**src/gca_pkg.sv**
```systemverilog
`default_nettype none
package gca_pkg;

  // Width of one clearance value and of each size register
  localparam int CLR_W = 9;
  localparam int CFG_W = 9;

  // Register index width and register indexes
  localparam int CFG_IDX_W = 1;
  localparam logic [CFG_IDX_W-1:0] CFG_GRID_COLUMNS = 1'd0;
  localparam logic [CFG_IDX_W-1:0] CFG_GRID_ROWS    = 1'd1;

  // Size registers come out of reset at this value
  localparam int SIZE_RESET = 256;

  // Stream widths
  localparam int IN_TDATA_W  = 8;
  localparam int OUT_TDATA_W = 16;

  // Shift command broadcast along the column line
  typedef struct packed {
    logic             en;
    logic [CLR_W-1:0] value;
  } cell_ctrl_t;

  // One result item
  typedef struct packed {
    logic [CLR_W-1:0] clearance;
    logic             is_obstacle;
    logic             map_done;
  } result_t;

endpackage
`default_nettype wire

```
**src/gca_cell.sv**
```systemverilog
`default_nettype none
module gca_cell (
  input  wire                         clk,
  input  wire gca_pkg::cell_ctrl_t    ctrl,
  input  wire                         load,
  input  wire [gca_pkg::CLR_W-1:0]    prev,
  output logic [gca_pkg::CLR_W-1:0]   q
);

  logic [gca_pkg::CLR_W-1:0] val_r;
  logic [gca_pkg::CLR_W-1:0] val_nxt;

  // Take the new clearance at the entry point, otherwise the neighbour's value
  always_comb begin
    val_nxt = load ? ctrl.value : prev;
  end

  // Advance on every accepted item
  always_ff @(posedge clk) begin
    if (ctrl.en) begin
      val_r <= val_nxt;
    end
  end

  assign q = val_r;

endmodule
`default_nettype wire

```
**src/gca_line.sv**
```systemverilog
`default_nettype none
module gca_line #(
  parameter int MAX_ROWS = 256
) (
  input  wire                               clk,
  input  wire gca_pkg::cell_ctrl_t          ctrl,
  input  wire [$clog2(MAX_ROWS)-1:0]        rows_last,
  output logic [gca_pkg::CLR_W-1:0]         tail
);

  localparam int RW = $clog2(MAX_ROWS);

  logic [RW-1:0]             entry;
  logic [gca_pkg::CLR_W-1:0] q [MAX_ROWS];

  // Enter so that a value reaches the tail exactly one column later
  assign entry = RW'(MAX_ROWS - 1) - rows_last;

  // Row of cells; each hands its value to the next one per item
  for (genvar i = 0; i < MAX_ROWS; i++) begin : g_cell
    if (i == 0) begin : g_head
      gca_cell u_cell (
        .clk  (clk),
        .ctrl (ctrl),
        .load (entry == RW'(i)),
        .prev (ctrl.value),
        .q    (q[i])
      );
    end else begin : g_body
      gca_cell u_cell (
        .clk  (clk),
        .ctrl (ctrl),
        .load (entry == RW'(i)),
        .prev (q[i-1]),
        .q    (q[i])
      );
    end
  end

  assign tail = q[MAX_ROWS-1];

endmodule
`default_nettype wire

```
**src/gca_skid.sv**
```systemverilog
`default_nettype none
module gca_skid (
  input  wire                    clk,
  input  wire                    rst_n,
  input  wire                    in_valid,
  output logic                   in_ready,
  input  wire gca_pkg::result_t  in_data,
  output logic                   out_valid,
  input  wire                    out_ready,
  output gca_pkg::result_t       out_data
);

  logic              out_valid_r;
  logic              skid_valid_r;
  gca_pkg::result_t  out_r;
  gca_pkg::result_t  skid_r;
  logic              in_fire;
  logic              out_free;

  assign in_ready = !skid_valid_r;
  assign in_fire  = in_valid && in_ready;
  assign out_free = !out_valid_r || out_ready;

  // Control: refill the output stage, park an item in the skid while stalled
  always_ff @(posedge clk) begin
    if (!rst_n) begin
      out_valid_r  <= 1'b0;
      skid_valid_r <= 1'b0;
    end else if (out_free) begin
      out_valid_r  <= skid_valid_r || in_fire;
      skid_valid_r <= 1'b0;
    end else if (in_fire) begin
      skid_valid_r <= 1'b1;
    end
  end

  // Payload
  always_ff @(posedge clk) begin
    if (out_free) begin
      out_r <= skid_valid_r ? skid_r : in_data;
    end else if (in_fire) begin
      skid_r <= in_data;
    end
  end

  assign out_valid = out_valid_r;
  assign out_data  = out_r;

`ifndef SYNTHESIS
  // Skid only fills behind a held output item
  a_skid_behind_out: assert property (@(posedge clk) disable iff (!rst_n)
    skid_valid_r |-> out_valid_r)
    else $error("skid holds an item while the output stage is empty");

  // A stalled output with a parked item keeps both
  a_skid_hold: assert property (@(posedge clk) disable iff (!rst_n)
    (skid_valid_r && !out_ready) |=> (skid_valid_r && out_valid_r))
    else $error("item lost while output stalled");
`endif

endmodule
`default_nettype wire

```
**src/grid_clearance_annotator.sv**
```systemverilog
`default_nettype none
// Grid clearance annotator. Takes one blocked flag per item, scanning the last column
// first and each column from the last row up, and returns one item per cell with the
// side of the largest free square whose top-left corner is that cell (0 and the
// obstacle flag in tuser for a blocked cell, tlast on row 0 of column 0). One item is
// accepted per clock while in_tready is high; its result is registered in the output
// stage. The rate is set by the column line, a row of MAX_ROWS cells that all shift
// once per accepted item and deliver the right-hand neighbour's clearance at the
// tail. A two-entry output stage keeps the input moving while one result waits. No
// clearing pass runs after reset. A write to grid_columns or grid_rows restarts the
// scan at the last row and column; write them only while idle. Sizes of 0 act as 1,
// sizes above the maximum as the maximum.
module grid_clearance_annotator #(
  parameter int MAX_ROWS    = 256,
  parameter int MAX_COLUMNS = 256
) (
  input  wire                                clk,
  input  wire                                rst_n,
  // in_tdata: [0] cell_blocked
  input  wire                                in_tvalid,
  output logic                               in_tready,
  input  wire [gca_pkg::IN_TDATA_W-1:0]      in_tdata,
  // out_tdata: [8:0] clearance
  output logic                               out_tvalid,
  input  wire                                out_tready,
  output logic [gca_pkg::OUT_TDATA_W-1:0]    out_tdata,
  // out_tuser: [0] is_obstacle
  output logic                               out_tuser,
  output logic                               out_tlast,
  input  wire                                cfg_wr_en,
  input  wire [gca_pkg::CFG_IDX_W-1:0]       cfg_index,
  input  wire [gca_pkg::CFG_W-1:0]           cfg_wdata
);

  localparam int RW    = $clog2(MAX_ROWS);
  localparam int CW    = $clog2(MAX_COLUMNS);
  localparam int RCW_R = (RW + 1 > gca_pkg::CFG_W) ? RW + 1 : gca_pkg::CFG_W;
  localparam int RCW_C = (CW + 1 > gca_pkg::CFG_W) ? CW + 1 : gca_pkg::CFG_W;
  localparam int ROWS_RST =
    (MAX_ROWS < gca_pkg::SIZE_RESET) ? MAX_ROWS - 1 : gca_pkg::SIZE_RESET - 1;
  localparam int COLS_RST =
    (MAX_COLUMNS < gca_pkg::SIZE_RESET) ? MAX_COLUMNS - 1 : gca_pkg::SIZE_RESET - 1;
  localparam int CLR_W = gca_pkg::CLR_W;

  logic [RW-1:0]      rows_last_r, rows_last_nxt, rows_wr_last;
  logic [CW-1:0]      cols_last_r, cols_last_nxt, cols_wr_last;
  logic [RW-1:0]      row_pos_r, row_pos_nxt;
  logic [CW-1:0]      col_pos_r, col_pos_nxt;
  logic [CLR_W-1:0]   below_clr_r, below_clr_nxt;
  logic [CLR_W-1:0]   below_right_r, below_right_nxt;
  logic [RCW_R-1:0]   wr_ext_r;
  logic [RCW_C-1:0]   wr_ext_c;
  logic [CLR_W-1:0]   right;
  logic [CLR_W-1:0]   min_br;
  logic [CLR_W-1:0]   min_all;
  logic [CLR_W-1:0]   clr;
  logic               blocked;
  logic               at_edge;
  logic               in_fire;
  logic               res_ready;
  gca_pkg::cell_ctrl_t line_ctrl;
  gca_pkg::result_t    res;
  gca_pkg::result_t    out_res;

  // Clamp written sizes and keep them as last index
  assign wr_ext_r = RCW_R'(cfg_wdata);
  assign wr_ext_c = RCW_C'(cfg_wdata);

  always_comb begin
    if (wr_ext_r == '0) begin
      rows_wr_last = '0;
    end else if (wr_ext_r > RCW_R'(MAX_ROWS)) begin
      rows_wr_last = RW'(MAX_ROWS - 1);
    end else begin
      rows_wr_last = RW'(wr_ext_r - 1'b1);
    end
    if (wr_ext_c == '0) begin
      cols_wr_last = '0;
    end else if (wr_ext_c > RCW_C'(MAX_COLUMNS)) begin
      cols_wr_last = CW'(MAX_COLUMNS - 1);
    end else begin
      cols_wr_last = CW'(wr_ext_c - 1'b1);
    end
  end

  // Decode register writes
  always_comb begin
    rows_last_nxt = rows_last_r;
    cols_last_nxt = cols_last_r;
    unique case (cfg_index)
      gca_pkg::CFG_GRID_COLUMNS: cols_last_nxt = cols_wr_last;
      gca_pkg::CFG_GRID_ROWS:    rows_last_nxt = rows_wr_last;
    endcase
  end

  // Clearance of the current cell
  assign blocked  = in_tdata[0];
  assign in_fire  = in_tvalid && in_tready;
  assign at_edge  = (row_pos_r == rows_last_r) || (col_pos_r == cols_last_r);
  assign min_br   = (below_right_r < below_clr_r) ? below_right_r : below_clr_r;
  assign min_all  = (right < min_br) ? right : min_br;

  always_comb begin
    if (blocked) begin
      clr = '0;
    end else if (at_edge) begin
      clr = CLR_W'(1);
    end else begin
      clr = min_all + 1'b1;
    end
  end

  // Advance the scan position and neighbour registers
  always_comb begin
    row_pos_nxt     = row_pos_r;
    col_pos_nxt     = col_pos_r;
    below_clr_nxt   = below_clr_r;
    below_right_nxt = below_right_r;
    if (cfg_wr_en) begin
      row_pos_nxt     = rows_last_nxt;
      col_pos_nxt     = cols_last_nxt;
      below_clr_nxt   = '0;
      below_right_nxt = '0;
    end else if (in_fire) begin
      below_clr_nxt   = clr;
      below_right_nxt = right;
      if (row_pos_r == '0) begin
        row_pos_nxt = rows_last_r;
        col_pos_nxt = (col_pos_r == '0) ? cols_last_r : col_pos_r - 1'b1;
      end else begin
        row_pos_nxt = row_pos_r - 1'b1;
      end
    end
  end

  always_ff @(posedge clk) begin
    if (!rst_n) begin
      rows_last_r   <= RW'(ROWS_RST);
      cols_last_r   <= CW'(COLS_RST);
      row_pos_r     <= RW'(ROWS_RST);
      col_pos_r     <= CW'(COLS_RST);
      below_clr_r   <= '0;
      below_right_r <= '0;
    end else begin
      if (cfg_wr_en) begin
        rows_last_r <= rows_last_nxt;
        cols_last_r <= cols_last_nxt;
      end
      row_pos_r     <= row_pos_nxt;
      col_pos_r     <= col_pos_nxt;
      below_clr_r   <= below_clr_nxt;
      below_right_r <= below_right_nxt;
    end
  end

  // Column line: previous column's clearances
  assign line_ctrl.en    = in_fire;
  assign line_ctrl.value = clr;

  gca_line #(
    .MAX_ROWS (MAX_ROWS)
  ) u_line (
    .clk       (clk),
    .ctrl      (line_ctrl),
    .rows_last (rows_last_r),
    .tail      (right)
  );

  // Result item and output stage
  assign res.clearance   = clr;
  assign res.is_obstacle = blocked;
  assign res.map_done    = (row_pos_r == '0) && (col_pos_r == '0);

  gca_skid u_skid (
    .clk       (clk),
    .rst_n     (rst_n),
    .in_valid  (in_tvalid),
    .in_ready  (res_ready),
    .in_data   (res),
    .out_valid (out_tvalid),
    .out_ready (out_tready),
    .out_data  (out_res)
  );

  assign in_tready = res_ready;
  assign out_tdata = gca_pkg::OUT_TDATA_W'(out_res.clearance);
  assign out_tuser = out_res.is_obstacle;
  assign out_tlast = out_res.map_done;

`ifndef SYNTHESIS
  // Row counts down within a column
  a_row_step: assert property (@(posedge clk) disable iff (!rst_n)
    (in_fire && !cfg_wr_en && row_pos_r != '0) |=>
      (row_pos_r == $past(row_pos_r - 1'b1)))
    else $error("row position did not step down");

  // Row 0 wraps to the last row
  a_row_wrap: assert property (@(posedge clk) disable iff (!rst_n)
    (in_fire && !cfg_wr_en && row_pos_r == '0) |=> (row_pos_r == rows_last_r))
    else $error("row position did not wrap");

  // A register write clears the neighbour registers
  a_cfg_clear: assert property (@(posedge clk) disable iff (!rst_n)
    cfg_wr_en |=> (below_clr_r == '0 && below_right_r == '0))
    else $error("neighbour registers not cleared on restart");

  // Positions never leave the sizes in use
  a_pos_range: assert property (@(posedge clk) disable iff (!rst_n)
    (row_pos_r <= rows_last_r) && (col_pos_r <= cols_last_r))
    else $error("scan position out of range");
`endif

endmodule
`default_nettype wire

```
**config.mk**
```make
export PLATFORM = sky130hd
export DESIGN_NAME = grid_clearance_annotator
export DESIGN_NICKNAME = d
export VERILOG_FILES = /design/src/gca_pkg.sv /design/src/gca_cell.sv /design/src/gca_line.sv /design/src/gca_skid.sv /design/src/grid_clearance_annotator.sv
export SDC_FILE = /design/constraint.sdc
export NUM_CORES = 2
export LEC_CHECK = 0
export BUFFER_PORTS_ARGS = -buffer_cell sky130_fd_sc_hd__clkbuf_2
export CELL_PAD_IN_SITES_DETAIL_PLACEMENT = 1
export CELL_PAD_IN_SITES_GLOBAL_PLACEMENT = 1
export CORE_MARGIN = 3
export CORE_UTILIZATION = 52
export CTS_CLUSTER_DIAMETER = 50
export DETAILED_ROUTE_END_ITERATION = 6
export PLACE_DENSITY = 0.9
export SYNTH_ARGS = -nofsm -noshare
export SYNTH_HDL_FRONTEND = slang
export SYNTH_SLANG_ARGS = --single-unit
```
**constraint.sdc**
```tcl
create_clock -name clk -period 90.8 [get_ports clk]
set_input_delay 4.54 -clock clk [delete_from_list [all_inputs] [get_ports clk]]
set_output_delay 4.54 -clock clk [all_outputs]
set_load 0.02 [all_outputs]
```
After elaboration in Yosys (flattened, before gate mapping). Cells that the tools add are included.

Add/sub/neg operators: 5. Muxes and demuxes: 271. Order comparisons: 3. Reductions and logical operators: 16. Bitwise logic cells: 2. Equal/unequal tests: 257.

Operators by type and width (number): two-way mux 9 bit (259); == test 8 bit, second input constant (128); == test 8 x 7 -> 1 bit, second input constant (64); == test 8 x 6 -> 1 bit, second input constant (32); == test 8 x 5 -> 1 bit, second input constant (16); two-way mux 8 bit (11); == test 8 x 4 -> 1 bit, second input constant (8); == test 8 x 3 -> 1 bit, second input constant (4); subtractor 8 x 1 -> 8 bit, second input constant (3); < comparator 9 bit (2); == test 8 x 2 -> 1 bit, second input constant (2); == test 8 bit (2); zero test 8 bit (2); two-way mux 11 bit (1); adder 9 x 1 -> 9 bit, second input constant (1); > comparator 9 bit, second input constant (1); zero test 9 bit (1); == test 8 x 1 -> 1 bit, second input constant (1); subtractor 8 bit, first input constant (1); AND reduction 2 bit (2); nonzero test 2 bit (2); OR reduction 2 bit (2); logical OR 1 bit (3); logical AND 1 bit (2); 2 further kinds (4).

Output and inout port bits: 20. Bits in registers: 2378. Input bits: 23. Logic and storage cells: 824.

Logic depth before layout (Yosys ltp).
Word-level depth: 8. Mapped depth: 25. Depth with buffers taken out: 21.

Cells and area by module. A second synthesis with hierarchy kept.

Cell total of the unflattened synthesis: 5778. Area total of the unflattened synthesis: 113246.1 sq um.

Modules (own cells, without submodules): gca_cell (area an instance 416.6 sq um, seq. area each 270.3 sq um, cells an instance 19, times used 256); grid_clearance_annotator (area an instance 3878.7 sq um, seq. area each 1001.0 sq um, cells an instance 522, times used 1); gca_line (area an instance 1825.5 sq um, seq. area each 0.0 sq um, cells an instance 350, times used 1); gca_skid (area an instance 879.6 sq um, seq. area each 700.7 sq um, cells an instance 42, times used 1).

Least setup slack after synthesis. Ideal clock, no wire load.

Kind: input to register. From: in in_tvalid. To: reg below_clr_r[6]. Setup time: 2.889 ns. Arrival: 68.008 ns. Path buffers: 2. Data required time: 87.911 ns. Path slack: 19.903 ns. Cell stages on the path: 5. Path through: nand2_1 > inv_1 > clkbuf_1 > clkbuf_1 > a211oi_1.

Word-level cells in the longest chain between the ends: 1.

Ends and longest elaborated chain: start, declared (line grid_clearance_annotator.sv:20) `input wire in_tvalid,`; logical AND 1 bit (line grid_clearance_annotator.sv:98) `assign in_fire = in_tvalid && in_tready;`; via in_fire (line grid_clearance_annotator.sv:59) `logic in_fire;`; end signal, assigned (line grid_clearance_annotator.sv:151) `below_clr_r <= below_clr_nxt;`; end, declared (line grid_clearance_annotator.sv:49) `logic [CLR_W-1:0] below_clr_r, below_clr_nxt;`.

The timed path passes the listed nets, and every way through them passes these cells. A chain may end at the register's enable or synchronous reset.

Worst setup path in the final report.
From: in in_tvalid. To: reg u_line.g_cell[195].g_body.u_cell.val_r (netlist bit u_line.g_cell[195].g_body.u_cell.q[6]) (enable).

Word-level cells in the longest chain between the ends: 1.

Ends and longest elaborated chain: logical AND 1 bit (line grid_clearance_annotator.sv:98); end signal, assigned (line gca_cell.sv:21) `val_r <= val_nxt;`; end, declared (line gca_cell.sv:10) `logic [gca_pkg::CLR_W-1:0] val_r;`.

No other way between the ends.

==> results by group <==
Run status
  • Outcome: finished with violations
  • Failing checks: design-rule violations

CTS
  • TritonCTS clock tree: built
  • Post-CTS Setup Inserts: 0
  • CTS Buffer Depth: 3
  • Post-cts resize count: 0
  • Worst-skew pair later-pin latency: 0.92 ns
  • Num CTS Buffers: 225
  • CTS clock-pin slew for the worst setup and hold paths: 0.06 ns
  • # hold bufs at CTS: 0
  • CTS Root Cell: clkbuf_16
  • CTS sink count: 2378
  • H-tree depth: 4

Setup path
  • Reg2reg end: u_line.g_cell[191].g_body.u_cell.q[1]$_DFFE_PP_
  • Crit path capture: u_line.g_cell[195].g_body.u_cell.q[6]$_DFFE_PP_
  • CP max FO: 134
  • CP Depth: 9
  • Most used cell, CP: buf_4
  • Worst Path Buf+Inv: 8
  • Crit path launch type: input pin
  • Slowest stage delay, CP: 1.01 ns
  • Reg2reg path depth: 18
  • Worst Path Arrival: 10.95 ns
  • Worst path cell trace: clkbuf_2, nand2_1, buf_4, inv_8, buf_4, buf_4, buf_4, buf_4, buf_4
  • Crit-path leading delay family: buffers and inverters
  • Crit Path Class: input pin to flop
  • Crit path from: in_tvalid
  • Crit. End Element: flop
  • Worst path slowest cell: buf_4
  • CP required: 91.29 ns
  • Reg-to-reg startpoint: below_clr_r[2]$_SDFFE_PP0P_
  • FF-to-FF setup slack: 82.00 ns

Global route
  • Largest net degree at the start of global routing: 205
  • Initial antenna violation count: 8
  • Total GRT Usage: 0.2992
  • First-pass GRT wire length: 442.5 mm
  • Vias in the first global route: 71731
  • GRT overflow: 0

Pwr
  • Maximum vdd ir drop: 0.02346 mV
  • Pleak: 39.88 nW
  • Pwr/cell area: 22.94 nW/um^2

Logic synthesis
  • Share of the synthesized area in the top cell type: 0.7134
  • Number of flops mapped to enable cells by yosys: 2326
  • Ys Warns: 0
  • Register area share after synthesis: 0.7240
  • Post-synth ARST share: 0
  • Simple logic cell fraction of the synthesized area: 0.1106
  • Mean Syn Cell Area: 11.73 um^2
  • Main combinational cell family by area after synthesis: compound AO/OA/AOI/OAI gates
  • Cell variety after synth: 67
  • Xor/xnor share of the synthesized area: 0.003029
  • Most common flop cell mapped by yosys: edfxtp_1
  • Post-synthesis compound-gate area fraction: 0.1288
  • #FFs+latches synth: 2378
  • Mux cell area share after synthesis: 0.001406
  • Mapped cell area: 97910 um^2
  • Top cells by area, synth: edfxtp_1 (71%), nand2_1 (10%), o21ai_1 (8.1%)
  • Gate Count Post-Synth: 8348
  • Post-synth top area cell: edfxtp_1
  • Post-synthesis adder-cell area fraction: 0.002939

Drt
  • DR pass1 iterations: 7
  • WL final: 295.0 mm
  • WL/cell: 27.40 um
  • Via count: 69190
  • Number of DRC markers in iteration 0: 9107
  • DR DRC count: 1
  • Via/cell ratio: 6.426
  • Post-DRT Antenna Nets: 0

Layout
  • Layout area overhead: 8.793%
  • Design area: 106500 um^2
  • Share of post-route cells with drive strength above 1: 0.05890
  • Multi-input logic area: 24410 um^2
  • Area occupied by registers: 70890 um^2
  • Fill cells: 18655
  • Final nets: 8148

Timing
  • Setup TNS: 0 ns
  • FMAX: 95.62 MHz
  • RSZ-0062 raised after global routing: no
  • Slew margin rel.: 0.06043
  • Slew @ Worst Pin: 1.404 ns
  • Setup violators final: 0
  • Post-layout minimum cycle time: 10.46 ns
  • Hold Vio Cnt, Final: 0
  • Final clock period utilization by the worst path: 0.1152
  • Worst Clk Skew: 0.06699 ns
  • Pins Over Slew Limit: 0

Placement
  • DP HPWL: 150.3 mm
  • Placed Instance Area: 99360 um^2
  • IO buf count: 28
  • RePlAce Congestion: 0.8154

Die
  • Die Y: 439.9 um
  • Io pins: 43
  • Area of the die: 193500 um^2
  • Core area: 186200 um^2
  • # rows: 158
  • Die Span X: 439.9 um
  • Starting density of the core: 0.5258

Run
  • Maximum capacitance violations: 0

Hold path
  • HP Class: flop to flop
final cells by class:
type	count	area share
diodes	2	0.00004699
clock buffers	271	0.05448
clock inverters	139	0.01265
inverters	30	0.001128
multi-input cells	5354	0.2292
flip-flops and latches	2378	0.6655
well taps	2480	0.02913
repair buffers	113	0.007894
sequential cells by signal, summed over array words and instances (netlist names):
name,flops
below_clr_r,9
below_right_r,9
col_pos_r,8
cols_last_r,8
row_pos_r,8
rows_last_r,8
u_line.g_cell.g_body.u_cell.q,2295
u_line.g_cell.g_head.u_cell.q,9
u_skid.out_data,11
u_skid.out_valid,1
u_skid.skid_r,11
u_skid.skid_valid_r,1
through the flow:
step | utilization | setup WS, ns | instances | power [mW] | hold slack (ns)
6_report | 0.5720 | 80.34 | 10767 | 2.443 | 0.4948
3_5_place_dp | 0.5336 | 79.65 | 10355 | 1.497 | 0.4842
4_1_cts | 0.5720 | 80.56 | 10765 | 2.440 | 0.4924
2_1_floorplan | - | 19.90 | 8354 | 1.589 | 0.4469
3_3_place_gp | 0.5336 | 80.02 | 10355 | 1.476 | 0.4781
5_1_grt | 0.5720 | 80.00 | 10766 | 2.505 | 0.5266
cells in the final DEF (no fill, tap or decap), types with 5 or more instances in the layout:
| master | instances |
|---|---|
| a211oi_1 | 13 |
| a21o_1 | 5 |
| a21oi_1 | 40 |
| buf_12 | 5 |
| buf_4 | 80 |
| bufinv_16 | 16 |
| clkbuf_1 | 46 |
| clkbuf_16 | 225 |
| clkbuf_2 | 28 |
| clkinv_1 | 46 |
| clkinv_16 | 5 |
| clkinv_2 | 45 |
| clkinv_8 | 5 |
| clkinvlp_4 | 11 |
| conb_1 | 7 |
| dfxtp_1 | 52 |
| edfxtp_1 | 2326 |
| ha_1 | 23 |
| inv_1 | 29 |
| inv_16 | 5 |
| mux2i_1 | 10 |
| nand2_1 | 2637 |
| nand2b_1 | 18 |
| nand3_1 | 13 |
| nand3b_1 | 5 |
| nand4_1 | 11 |
| nor2_1 | 56 |
| nor2_2 | 9 |
| nor2_4 | 10 |
| nor3_1 | 10 |
| nor3_2 | 11 |
| nor4_1 | 5 |
| o211ai_1 | 25 |
| o21ai_0 | 752 |
| o21ai_1 | 1591 |
| xnor2_1 | 24 |
| xor2_1 | 8 |
Yosys cell counts (7+ instances only):
cell	n
nand2_1	2638
edfxtp_1	2326
o21ai_1	1591
o21ai_0	752
clkbuf_1	313
buf_2	119
buf_1	89
nor2_1	71
dfxtp_1	52
buf_4	44
a21oi_1	40
inv_1	30
buf_6	27
o211ai_1	25
xnor2_1	24
ha_1	23
nor3_1	21
nand2b_1	18
a211oi_1	13
nand3_1	13
nand4_1	11
mux2i_1	10
xor2_1	8
nor4_1	7
power breakdown:
part           internal (mW)  leakage (nW)  switching, mW
Combinational         0.0338          13.2          0.141
Sequential              1.29          23.2         0.0295
Clock                  0.504          3.47          0.447
Total                   1.83          39.9          0.617
metal layers:
layer  share of wire  vias to the layer above  track usage  wire, um
met5         0.00024                        -            0        72
met4           0.050                       12       0.1425     14830
met3           0.090                      933      0.05571     26450
met2            0.51                     4324       0.5183    149200
met1            0.35                    34506       0.3614    104500
li1                -                    29415            -         -
worst register-to-register path, stage by stage (launching register included):
cell	delay (ns)
dfxtp_1	0.48
inv_1	0.08
ha_1	0.31
a21oi_1	0.18
o21ai_2	0.12
a211oi_4	0.99
a21oi_1	0.34
ha_1	0.36
nand2_1	0.09
o21ai_0	0.33
a21oi_1	0.15
a2111oi_4	0.92
nor2_1	0.12
ha_1	0.37
nand2_4	0.41
buf_4	0.81
buf_4	0.86
buf_4	1.00
o21ai_0	0.50
worst min path at each step:
stage	start	cells past startpoint	slack (ns)	to
floorplan	below_clr_r[7]$_SDFFE_PP0P_	2	0.45	below_clr_r[7]$_SDFFE_PP0P_
global placement	below_clr_r[7]$_SDFFE_PP0P_	2	0.48	below_clr_r[7]$_SDFFE_PP0P_
detailed placement	below_clr_r[8]$_SDFFE_PP0P_	2	0.48	below_clr_r[8]$_SDFFE_PP0P_
CTS	below_clr_r[8]$_SDFFE_PP0P_	2	0.49	below_clr_r[8]$_SDFFE_PP0P_
global route	below_clr_r[8]$_SDFFE_PP0P_	2	0.53	below_clr_r[8]$_SDFFE_PP0P_
finish	below_clr_r[8]$_SDFFE_PP0P_	2	0.49	below_clr_r[8]$_SDFFE_PP0P_
cells by family after synthesis:
group | count (synthesis)
AO/OA/AOI/OAI | 2462
multiplexers | 13
AND/OR/NAND/NOR | 2816
XOR/XNOR | 33
flip-flops | 2378
adder cells (fa/ha/maj) | 23
buffers and inverters | 622
other | 1
Note: power is estimated with default switching activity, not from simulation.
